## src/irpb_pkg.sv

```systemverilog
// Shared constants and types for the integer range partition bounds block.
`timescale 1ns / 1ps
package irpb_pkg;

  localparam int MAX_SEGMENTS_DEF = 64;
  localparam int SPAN_WIDTH_DEF   = 32;
  localparam int COUNT_W          = 7;
  localparam int OUT_W            = 32;
  localparam int WIDE_W           = 64;

  typedef struct packed {
    logic               load;
    logic [COUNT_W-1:0] count;
  } emit_ctrl_t;

endpackage

```

## src/integer_range_partition_bounds.sv

```systemverilog
// Top level: request sequencer around the divider and the bound stepper.
//
// Usage: drive segment_count and total_span and raise start while busy is
// low; that edge transfers the request. The block then divides the span by
// the clamped segment count (a count of zero acts as one) with a restoring
// divider that yields one quotient bit per cycle.
// It then emits one segment bound per cycle, marked by strobe, with is_last
// high on the final bound, which equals the span.
// Requests do not overlap: a new request is taken only once the divider and
// the one-bound-per-cycle stepper are through with the last one. busy falls
// while the last bound is on the ports, so a new start may be given in that
// cycle.
// Each result stays on the ports for one cycle only; the receiver cannot
// stall the block and must take every transfer.
// Synchronous reset drops any request in flight and clears busy and strobe.
`timescale 1ns / 1ps
module integer_range_partition_bounds #(
  parameter int MAX_SEGMENTS = irpb_pkg::MAX_SEGMENTS_DEF,
  parameter int SPAN_WIDTH   = irpb_pkg::SPAN_WIDTH_DEF
) (
  input  logic                         clk,
  input  logic                         rst,
  input  logic                         start,
  output logic                         busy,
  input  logic [irpb_pkg::COUNT_W-1:0] segment_count,
  input  logic [irpb_pkg::OUT_W-1:0]   total_span,
  output logic                         strobe,
  output logic [irpb_pkg::OUT_W-1:0]   upper_bound,
  output logic                         is_last
);

  localparam int CW = irpb_pkg::COUNT_W;
  localparam int WW = irpb_pkg::WIDE_W;
  localparam logic [CW-1:0] MAX_CLAMP =
    (MAX_SEGMENTS > (2 ** CW) - 1) ? {CW{1'b1}} : CW'(MAX_SEGMENTS);

  typedef enum logic [1:0] {IDLE, DIVIDE, EMIT} state_t;

  state_t                state;
  logic [CW-1:0]         n_reg;
  logic                  accept;
  logic [CW-1:0]         n_clamp;
  logic [WW-1:0]         span_wide;
  logic [SPAN_WIDTH-1:0] span_in;
  logic                  div_done;
  logic [SPAN_WIDTH-1:0] quotient;
  logic [CW-1:0]         remainder;
  irpb_pkg::emit_ctrl_t  ectrl;
  logic                  emit_done;
  logic [SPAN_WIDTH-1:0] bound_out;
  logic [WW-1:0]         bound_wide;

  assign accept = start && !busy;
  assign busy   = state != IDLE;

  always_comb begin
    n_clamp = segment_count;
    if (n_clamp == '0) n_clamp = CW'(1);
    if (n_clamp > MAX_CLAMP) n_clamp = MAX_CLAMP;
    span_wide = {{(WW - irpb_pkg::OUT_W){1'b0}}, total_span};
    span_in   = span_wide[SPAN_WIDTH-1:0];
  end

  always_ff @(posedge clk) begin
    if (rst) begin
      state <= IDLE;
    end else begin
      case (state)
        IDLE: begin
          if (accept) begin
            state <= DIVIDE;
            n_reg <= n_clamp;
          end
        end
        DIVIDE: begin
          if (div_done) state <= EMIT;
        end
        EMIT: begin
          if (emit_done) state <= IDLE;
        end
        default: state <= IDLE;
      endcase
    end
  end

  assign ectrl.load  = div_done && (state == DIVIDE);
  assign ectrl.count = n_reg;

  irpb_divider #(.SPAN_WIDTH(SPAN_WIDTH)) u_div (
    .clk       (clk),
    .rst       (rst),
    .start     (accept),
    .dividend  (span_in),
    .divisor   (n_clamp),
    .done      (div_done),
    .quotient  (quotient),
    .remainder (remainder)
  );

  irpb_emitter #(.SPAN_WIDTH(SPAN_WIDTH)) u_emit (
    .clk       (clk),
    .rst       (rst),
    .ctrl      (ectrl),
    .base      (quotient),
    .spare     (remainder),
    .done      (emit_done),
    .strobe    (strobe),
    .bound_out (bound_out),
    .last_out  (is_last)
  );

  assign bound_wide  = {{(WW - SPAN_WIDTH){1'b0}}, bound_out};
  assign upper_bound = bound_wide[irpb_pkg::OUT_W-1:0];

endmodule

```

## src/irpb_divider.sv

```systemverilog
// Restoring divider: one quotient bit per cycle, span by segment count.
`timescale 1ns / 1ps
module irpb_divider #(
  parameter int SPAN_WIDTH = irpb_pkg::SPAN_WIDTH_DEF
) (
  input  logic                         clk,
  input  logic                         rst,
  input  logic                         start,
  input  logic [SPAN_WIDTH-1:0]        dividend,
  input  logic [irpb_pkg::COUNT_W-1:0] divisor,
  output logic                         done,
  output logic [SPAN_WIDTH-1:0]        quotient,
  output logic [irpb_pkg::COUNT_W-1:0] remainder
);

  localparam int CW    = irpb_pkg::COUNT_W;
  localparam int CNT_W = $clog2(SPAN_WIDTH + 1);

  logic [SPAN_WIDTH-1:0] quo;
  logic [CW-1:0]         rem;
  logic [CW-1:0]         dvs;
  logic [CNT_W-1:0]      cnt;
  logic                  run;
  logic [CW:0]           rem_sh;
  logic [CW:0]           diff;
  logic                  ge;

  // Shift in the next dividend bit, subtract when the divisor fits.
  always_comb begin
    rem_sh = {rem, quo[SPAN_WIDTH-1]};
    ge     = rem_sh >= {1'b0, dvs};
    diff   = rem_sh - {1'b0, dvs};
  end

  always_ff @(posedge clk) begin
    if (rst) begin
      run  <= 1'b0;
      done <= 1'b0;
      cnt  <= '0;
    end else begin
      done <= 1'b0;
      if (start) begin
        run <= 1'b1;
        cnt <= CNT_W'(SPAN_WIDTH);
        quo <= dividend;
        rem <= '0;
        dvs <= divisor;
      end else if (run) begin
        rem <= ge ? diff[CW-1:0] : rem_sh[CW-1:0];
        quo <= {quo[SPAN_WIDTH-2:0], ge};
        cnt <= cnt - 1'b1;
        if (cnt == CNT_W'(1)) begin
          run  <= 1'b0;
          done <= 1'b1;
        end
      end
    end
  end

  assign quotient  = quo;
  assign remainder = rem;

endmodule

```

## src/irpb_emitter.sv

```systemverilog
// Error-diffusion stepper: one segment bound per cycle from quotient and remainder.
`timescale 1ns / 1ps
module irpb_emitter #(
  parameter int SPAN_WIDTH = irpb_pkg::SPAN_WIDTH_DEF
) (
  input  logic                         clk,
  input  logic                         rst,
  input  irpb_pkg::emit_ctrl_t         ctrl,
  input  logic [SPAN_WIDTH-1:0]        base,
  input  logic [irpb_pkg::COUNT_W-1:0] spare,
  output logic                         done,
  output logic                         strobe,
  output logic [SPAN_WIDTH-1:0]        bound_out,
  output logic                         last_out
);

  localparam int CW = irpb_pkg::COUNT_W;

  logic                  active;
  logic [CW-1:0]         n;
  logic [CW-1:0]         r;
  logic [SPAN_WIDTH-1:0] q;
  logic [CW-1:0]         idx;
  logic signed [7:0]     err;
  logic [SPAN_WIDTH-1:0] bound;

  logic signed [9:0]     e_plus_r;
  logic                  wide;
  logic signed [9:0]     err_next;
  logic [SPAN_WIDTH-1:0] bound_next;
  logic                  last_now;

  always_comb begin
    e_plus_r   = 10'(err) + $signed({3'b000, r});
    // Stay narrow on a tie.
    wide       = (e_plus_r <<< 1) > $signed({3'b000, n});
    err_next   = wide ? e_plus_r - $signed({3'b000, n}) : e_plus_r;
    bound_next = bound + q + SPAN_WIDTH'(wide);
    last_now   = (idx + 1'b1) == n;
  end

  always_ff @(posedge clk) begin
    if (rst) begin
      active <= 1'b0;
      strobe <= 1'b0;
    end else begin
      strobe <= 1'b0;
      if (ctrl.load) begin
        active <= 1'b1;
        n      <= ctrl.count;
        r      <= spare;
        q      <= base;
        idx    <= '0;
        err    <= '0;
        bound  <= '0;
      end else if (active) begin
        strobe    <= 1'b1;
        bound_out <= bound_next;
        last_out  <= last_now;
        bound     <= bound_next;
        err       <= err_next[7:0];
        idx       <= idx + 1'b1;
        if (last_now) active <= 1'b0;
      end
    end
  end

  assign done = active && last_now && !ctrl.load;

endmodule

```

## config.mk

```make
export PLATFORM = sky130hd
export DESIGN_NAME = integer_range_partition_bounds
export DESIGN_NICKNAME = d
export VERILOG_FILES = /design/src/irpb_pkg.sv /design/src/integer_range_partition_bounds.sv /design/src/irpb_divider.sv /design/src/irpb_emitter.sv
export SDC_FILE = /design/constraint.sdc
export NUM_CORES = 1
export LEC_CHECK = 0
export BUFFER_PORTS_ARGS = -buffer_cell sky130_fd_sc_hd__buf_4
export CORE_MARGIN = 2
export CORE_UTILIZATION = 35
export DETAILED_ROUTE_END_ITERATION = 16
export PLACE_DENSITY = 0.61
export REMOVE_ABC_BUFFERS = 1
export SLEW_MARGIN = 20
export SYNTH_ARGS = -nofsm -noshare
export SYNTH_HDL_FRONTEND = slang
export SYNTH_SLANG_ARGS = --single-unit
```

## constraint.sdc

```tcl
create_clock -name clk -period 4.7 [get_ports clk]
set_clock_uncertainty 0.15 [all_clocks]
set_input_delay 0.235 -clock clk [delete_from_list [all_inputs] [get_ports clk]]
set_output_delay 0.235 -clock clk [all_outputs]
set_load 0.01 [all_outputs]
```

==> qor.csv, run 1 <==
stage,metric,value,unit
synthesis,netlist_instances,910,
outcome,outcome,"complete, no violations",
worst_setup_path,cp_top_family,compound AO/OA/AOI/OAI gates,
die,rows,61,
global_routing,grt_pass1_wl,37200,um
synthesis,synth_area,10000,sq um
clocking,cts_made_buffers,17,
finish,final_common_cell,edfxtp_1,
sta,setup_viol,0,
global_routing,track_usage,15.6,%
synthesis,seq_area_frac_synth,56.0,%
synthesis,synth_ff_type,edfxtp_1,
finish,stdcell_area,12300,sq um
synthesis,synth.distinct_cells,63,
clocking,cts_tree,done,
synthesis,yosys_register_bits,191,
worst_setup_path,path_common_cell,a21oi_2,
synthesis,synth_top_area_share,53.6,%
synthesis,synth_area_leader_cell,edfxtp_1,
routing,ant_nets,0,
worst_setup_path,cp.arrival,4600,ps
synthesis,synth.area.mux_share,1.60,%
sta,min_period,4470,ps
routing,m1WireLength,11100,um
routing,wirelength,23000,um
synthesis,yosys.area_share.adder,8.29,%
synthesis,yosys_warnings,0,
sta,finalHoldViolCount,0,
clocking,clockRootBuffer,clkbuf_16,
finish,final_layout_size_suffix_gt1_share,16.4,%
synthesis,async_flop_share,0,%
routing,vias,7169,
die,die_h,173,um
synthesis,syn_area_per_cell,11.0,sq um
placement,pre_cts_ws,-182,ps
worst_setup_path,cp_num_buf_inv,3,
routing,wl_met3,914,um
finish,n_fill_cell,2664,
clocking,clockBufferDepth,2,
worst_setup_path,path_class,flop to flop,
routing,top_layer,met4,
worst_setup_path,path_max_fanout,3,
placement,dpl_cell_area,11200,sq um
global_routing,grt_antenna_before_repair,0,
clocking,htreeDepth,4,
finish,final_cell_mix,"edfxtp_1 (179), nand2_1 (157), buf_4 (105)",
finish,n_antenna_cell,0,
synthesis,synthSimpleGateAreaFrac,16.1,%
synthesis,synth-xor-area-share,4.28,%
worst_setup_path,slowest_delay,380,ps
finish,multi_input_area,4320,sq um
clocking,clock_latency,440,ps
global_routing,grt_max_degree,54,
worst_setup_path,worstPathCellList,"ha_2, fa_2, a21o_1, a21oi_2, xnor2_2, ha_1, a21o_1, a21oi_2, a21oi_2, o21ba_1, nor3_4, inv_2, fa_2, a211oi_2, buf_4, o21ai_2, nand4_1, nand2_1, o31ai_2, buf_4, mux2i_1",
sta,fmax,223,MHz
finish,final_net_count,1148,
placement,io_buffers,76,
placement,place_inst,1360,
placement,gp_congestion,0.857,
sta,slew_headroom,40.2,%
worst_setup_path,start_kind,flop,
die,core,28000,sq um
routing,drcViolationCount,0,
clocking,clock_sinks,191,
finish,seq_area,5620,sq um
worst_setup_path,cp-end-kind,flop,
routing,viasPerCell,5.00,
synthesis,synth_area_leaders,"edfxtp_1 (54%), ha_1 (7.5%), nand2_1 (5.9%)",
sta,fin_ws,225,ps
die,die_x,173,um
routing,drt-initial-drc-count,549,
synthesis,synth_top_family_by_area,simple AND/OR/NAND/NOR gates,
placement,hpwl,16400,um
flow_run,maxCapViolCount,0,
finish,area_growth,22.7,%
finish,finalNonFillerCells,1433,
routing,wl_per_cell,16.1,um
sta,worst-slew-pin-transition,895,ps
sta,slew_viol_final,0,
power_and_ir_drop,p_leak,4.77,nW
global_routing,grt_pass1_vias,7107,
synthesis,synth-compound-area-share,11.4,%
hold_path,hold_path_class,primary input to flop,
routing,route.met2.wl,10700,um
power_and_ir_drop,p_per_area,295,nW/um^2
die,design.die.area,30000,sq um
power_and_ir_drop,ir_drop,0.236,mV
worst_setup_path,cpMaxStageDelayCell,edfxtp_1,
die,io_pins,77,
sta,fin_crit_sh,95.2,%
synthesis,synth-edff-count,179,
clocking,clk_pin_slew,70,ps
worst_setup_path,cp.required,4830,ps
routing,dr.pass1.iters,5,
global_routing,grt_overflow_total,0,
die,initial_core_util,35.8,%
==> final timing paths <==
path	depth (start not counted)	endpoint	startpoint	slack, ps
worst min-delay path	2	n_reg[1]	segment_count[1]	40
worst max-delay path	21	u_emit.bound[21]	u_emit.err[0]	230
worst max register to register	21	u_emit.bound[21]	u_emit.err[0]	230
worst min register to register	0	u_emit.n[1]	n_reg[1]	270
==> final cells by class <==
class	count	share of cell area, %
Clock buffer	20	3.80
Sequential cell	191	45.7
Clock inverter	12	1.05
Timing Repair Buffer	141	9.48
Multi-Input combinational cell	657	35.1
Inverter	34	1.04
Tap cell	378	3.85
==> layer usage <==
metal	vias to the layer above	track usage, %
li1	3566	-
met1	3427	21.5
met2	159	25.5
met3	17	2.06
met4	0	4.63
met5	-	0
==> what timing repair did <==
action,CTS,global route
resized for setup,15,9
endpoints found under the setup margin,38,47
hold buffers,35,0
endpoints found under the hold margin,40,0
pin swaps,9,7
setup buffers,4,1
==> cells in the mapped netlist, types with 7 or more instances <==
library cell  number
nand4_1            8
nor2_1            63
a21oi_1           55
nor3_1            19
edfxtp_1         179
xnor2_1           31
dfxtp_1           12
ha_1              60
nor2b_1           11
nand2_1          157
nand2b_1          13
a21o_1             7
nand3_1           24
o21a_1            12
inv_1             33
o21ai_1           22
and2_1            23
xor2_1            18
o31ai_1            8
o21ai_0           25
a211oi_1           8
clkbuf_1          27
mux2i_1           16
==> power breakdown <==
part           internal, mW  switching [mW]
clock                 0.829           0.646
combinational         0.106           0.122
sequential             1.90          0.0252
total                  2.84           0.793
==> worst register-to-register path, stage by stage, from the launching register on <==
cell      delay [ps]
edfxtp_1         380
ha_2             200
fa_2             340
a21o_1           170
a21oi_2          160
xnor2_2          140
ha_1             270
a21o_1           190
a21oi_2          150
a21oi_2           80
o21ba_1          190
nor3_4           130
inv_2             50
fa_2             350
a211oi_2         240
buf_4            160
o21ai_2           80
nand4_1          160
nand2_1           90
o31ai_2          260
buf_4            170
mux2i_1          190
==> stage by stage <==
step	hold WS (ps)	util, %	setup TNS (ps)	total power, mW
6_report	36.1	43.9	0	3.63
5_1_grt	58.6	43.9	-19.5	3.75
4_1_cts	23.8	43.6	0	3.66
3_5_place_dp	255	39.9	-2450	2.17
3_3_place_gp	258	39.9	-1690	2.17
2_1_floorplan	154	-	-1840	2.09
==> cells by family after synthesis <==
logic type | Yosys count
AOI/OAI and AO/OA | 180
xor gates and xnor gates | 49
adders and majority gates | 64
buffers and inverters | 62
DFF | 191
muxes | 16
and+or+nand+nor | 348
No activity file was read; power rests on OpenSTA's default activity.
==> run 2: changes to the inputs <==
- SYNTH_HIERARCHICAL: not set -> 1
==> run 2 against run 1 <==
  * The run now ends with negative setup slack left
  * Clock power down 4%
  * Power down 1.2%
  * Sequential cell count unchanged
  * Synthesized cell count down 11%
  * Hold slack worse by 28 ps
  * Fmax down 7.6%
  * Critical path type unchanged
  * Critical endpoint is now u_emit/bound[27]
  * Largest cell class unchanged
==> qor.csv, run 2 <==
stage,metric,value,unit,change
outcome,outcome,"finished, violations left",,
outcome,violations,negative setup slack,,
worst_setup_path,worstPathCellList,"ha_2, fa_2, a21o_1, a21oi_2, xnor2_2, ha_1, nand3_2, nor2_2, o41ai_2, nand4_1, o21ai_2, inv_2, fa_2, a21o_1, a221oi_2, o2111a_2, o221ai_4, a21boi_2, mux2_4",,
finish,final_cell_mix,"edfxtp_1 (179), buf_4 (125), ha_1 (59)",,
power_and_ir_drop,p_total,3.59,mW,-1.2%
worst_setup_path,r2r-start,u_emit/r[0],,
global_routing,grt_antenna_before_repair,0,,unchanged
finish,finalNonFillerCells,1370,,-4.4%
synthesis,async_flop_share,0,%,unchanged
finish,stdcell_area,12700,sq um,+3.6%
finish,n_fill_cell,2602,,-2.3%
die,die_h,174,um,+0.55%
synthesis,syn_area_per_cell,12.5,sq um,+13%
synthesis,synth_top_area_share,53.0,%,-0.60 points
placement,io_buffers,76,,unchanged
synthesis,synth_area_leaders,"edfxtp_1 (53%), ha_1 (7.4%), mux2_2 (4.1%)",,
worst_setup_path,r2r_end,u_emit/bound[27],,
worst_setup_path,path_class,flop to flop,,
synthesis,synth_common_cells,"edfxtp_1 (179), ha_1 (60), nor2_1 (58), a21oi_1 (51), nand2_1 (39)",,
routing,wirelength,22700,um,-1.5%
finish,final_common_cell,edfxtp_1,,
hold_path,hold_path_depth,2,,unchanged
routing,ant_nets,0,,unchanged
power_and_ir_drop,p_sw,0.850,mW,+7.2%
finish,final_net_count,1079,,-6.0%
sta,worst-slew-pin-transition,961,ps,+66.3 ps
hold_path,hp-start,segment_count[2],,
placement,gp_congestion,0.864,,+0.89%
clocking,clockRootBuffer,clkbuf_16,,
die,initial_core_util,35.4,%,-0.37 points
worst_setup_path,r2r_slack,-140,ps,-370 ps
routing,vias,6796,,-5.2%
power_and_ir_drop,p_leak,4.78,nW,about the same
die,core,28600,sq um,+2.2%
clocking,clk_pin_slew,80,ps,about the same
clocking,clockBufferDepth,2,,unchanged
clocking,cts_made_buffers,17,,unchanged
global_routing,grt_max_degree,43,,-20%
synthesis,synth_ff_type,edfxtp_1,,
routing,viasPerCell,4.96,,-0.84%
synthesis,synth_area,10100,sq um,+1.1%
routing,drt-initial-drc-count,343,,-38%
sta,rsz0062_at_grt,true,,
finish,area_growth,25.6,%,
worst_setup_path,cp-end-kind,flop,,
sta,fin_crit_sh,103,%,+7.8 points
routing,wl_per_cell,16.5,um,+3.0%
die,die_x,174,um,+0.55%
finish,final_layout_size_suffix_gt1_share,27.9,%,+11 points
global_routing,track_usage,15.0,%,-0.52 points
worst_setup_path,cp_top_family,compound AO/OA/AOI/OAI gates,,
clocking,cts_tree,done,,
routing,dr.pass1.iters,5,,unchanged
worst_setup_path,cp_num_buf_inv,1,,-2
sta,slew_headroom,35.8,%,-4.4 points
synthesis,seq_area_frac_synth,55.4,%,-0.63 points
clocking,clock_sinks,191,,unchanged
sta,hold_slack,8.47,ps,-27.7 ps
power_and_ir_drop,pwr-share-seq,53.6,%,+0.5 points
finish,final_core_utilization,44.5,%,+0.58 points
sta,min_period,4840,ps,+368 ps
worst_setup_path,cpMaxStageDelayCell,edfxtp_1,,
synthesis,yosys_warnings,6,,+6
finish,n_antenna_cell,0,,unchanged
power_and_ir_drop,ir_drop,0.238,mV,+0.61%
worst_setup_path,ff2ff_path_depth,19,,-9.5%
power_and_ir_drop,switching_share,23.7,%,+1.9 points
worst_setup_path,slowest_delay,380,ps,about the same
synthesis,synth_area_leader_cell,edfxtp_1,,
routing,drcViolationCount,0,,unchanged
clocking,clock_latency,450,ps,about the same
synthesis,yosys_register_bits,191,,unchanged
placement,dpl_cell_area,11400,sq um,+1.8%
worst_setup_path,cp.required,4750,ps,-80 ps
sta,setup_viol,17,,+17
sta,finalSetupTns,-967,ps,-967 ps
hold_path,holdPathEnd,n_reg[2],,
synthesis,yosysMostFrequentCell,edfxtp_1,,
global_routing,grt_pass1_vias,6825,,-4.0%
die,design.die.area,30300,sq um,+1.1%
global_routing,grt_overflow_total,0,,unchanged
power_and_ir_drop,p_comb_share,6.9,%,+0.6 points
die,io_pins,77,,unchanged
placement,hpwl,16200,um,-1.4%
global_routing,grt_pass1_wl,35700,um,-4.0%
power_and_ir_drop,power.internal,2.74,mW,-3.6%
power_and_ir_drop,clock_power_share,39.4,%,-1.2 points
flow_run,maxCapViolCount,0,,unchanged
placement,pre_cts_ws,-298,ps,-116 ps
sta,finalHoldViolCount,0,,unchanged
synthesis,synth-edff-count,179,,unchanged
worst_setup_path,start_kind,flop,,
sta,fin_ws,-143,ps,-368 ps
placement,place_inst,1285,,-5.5%
die,rows,62,,+1.6%
sta,slew_viol_final,0,,unchanged
hold_path,hold_path_class,primary input to flop,,
worst_setup_path,cp.arrival,4900,ps,+300 ps
synthesis,netlist_instances,814,,-11%
sta,fmax,206,MHz,-7.6%
synthesis,synth.distinct_cells,83,,+32%
power_and_ir_drop,p_per_area,282,nW/um^2,-4.6%
worst_setup_path,path_max_fanout,3,,unchanged
clocking,htreeDepth,4,,unchanged
## run 2: changes by cell type in the layout (fill, tap and decap cells not counted), moves of 10 or more
| cell | before | now |
|---|---|---|
| o21ai_1 | 20 | 3 |
| buf_4 | 105 | 125 |
| nand2b_1 | 13 | 3 |
| nand2_1 | 157 | 39 |
| mux2_2 | 0 | 36 |
| mux2i_1 | 16 | 5 |
## run 2: area by class of cell
cell class | instances | area [sq um] | share of cell area (%)
clock buffer | 17 | 425 | 3.34
clock inverter | 15 | 144 | 1.13
inverter | 34 | 128 | 1.00
multi-input combinational | 558 | 4510 | 35.5
sequential | 191 | 5620 | 44.1
tap | 384 | 480 | 3.77
timing repair buffer | 171 | 1430 | 11.2
## run 2: worst reg2reg max path, cell delays in order (launching register included)
cell and delay (ps):
edfxtp_1 380, ha_2 210, fa_2 350, a21o_1 180, a21oi_2 160, xnor2_2 130, ha_1 280, nand3_2 100
nor2_2 50, o41ai_2 340, nand4_1 180, o21ai_2 180, inv_2 70, fa_2 370, a21o_1 220, a221oi_2 290
o2111a_2 270, o221ai_4 140, a21boi_2 240, mux2_4 330
## run 2: routing by layer
layer	share of wire [%]	up-vias	GRT usage, %
li1	-	3359	-
met1	47	3297	19.7
met2	48	118	25.3
met3	2.7	22	2.52
met4	1.9	0	5.15
met5	0	-	0
## run 2: power groups by stage
stage	clock network, mW	registers (mW)	logic [mW]
after floorplan	0	1.95	0.152
after global placement	0	1.96	0.218
after global routing	1.51	1.93	0.276
after detailed placement	0	1.96	0.222
after CTS	1.46	1.92	0.249
final	1.41	1.92	0.249
## run 2: what timing repair did
action | 4_1_cts | 5_1_grt
buffers inserted | 7 | 8
hold buffers | 38 | 0
pin swaps | 13 | 21
endpoints found under the hold margin | 39 | 0
setup endpoints to repair | 41 | 42
resized for setup | 17 | 33
## run 2: logic make-up after synthesis
family	count (synthesis)	share of synthesized area, %
DFF	191	55.4
muxes	48	5.34
and+or+nand+nor	213	10.7
buffers and inverters	65	2.88
adders and majority gates	64	8.19
AOI/OAI and AO/OA	178	12.8
xor gates and xnor gates	55	4.75
## run 2: worst max-delay path by stage
| stage | start | to | slack, ps | cells after the start |
|---|---|---|---|---|
| after global placement | u_emit/r[0] | u_emit/bound[27] | -200 | 19 |
| after floorplan | state[0] | u_div/quotient[0] | -1670 | 3 |
| after global routing | u_emit/r[0] | u_emit/bound[27] | -320 | 19 |
| after detailed placement | u_emit/r[0] | u_emit/bound[29] | -300 | 19 |
| final | u_emit/r[0] | u_emit/bound[27] | -140 | 19 |
| after CTS | u_emit/err[0] | u_emit/bound[27] | -30 | 18 |
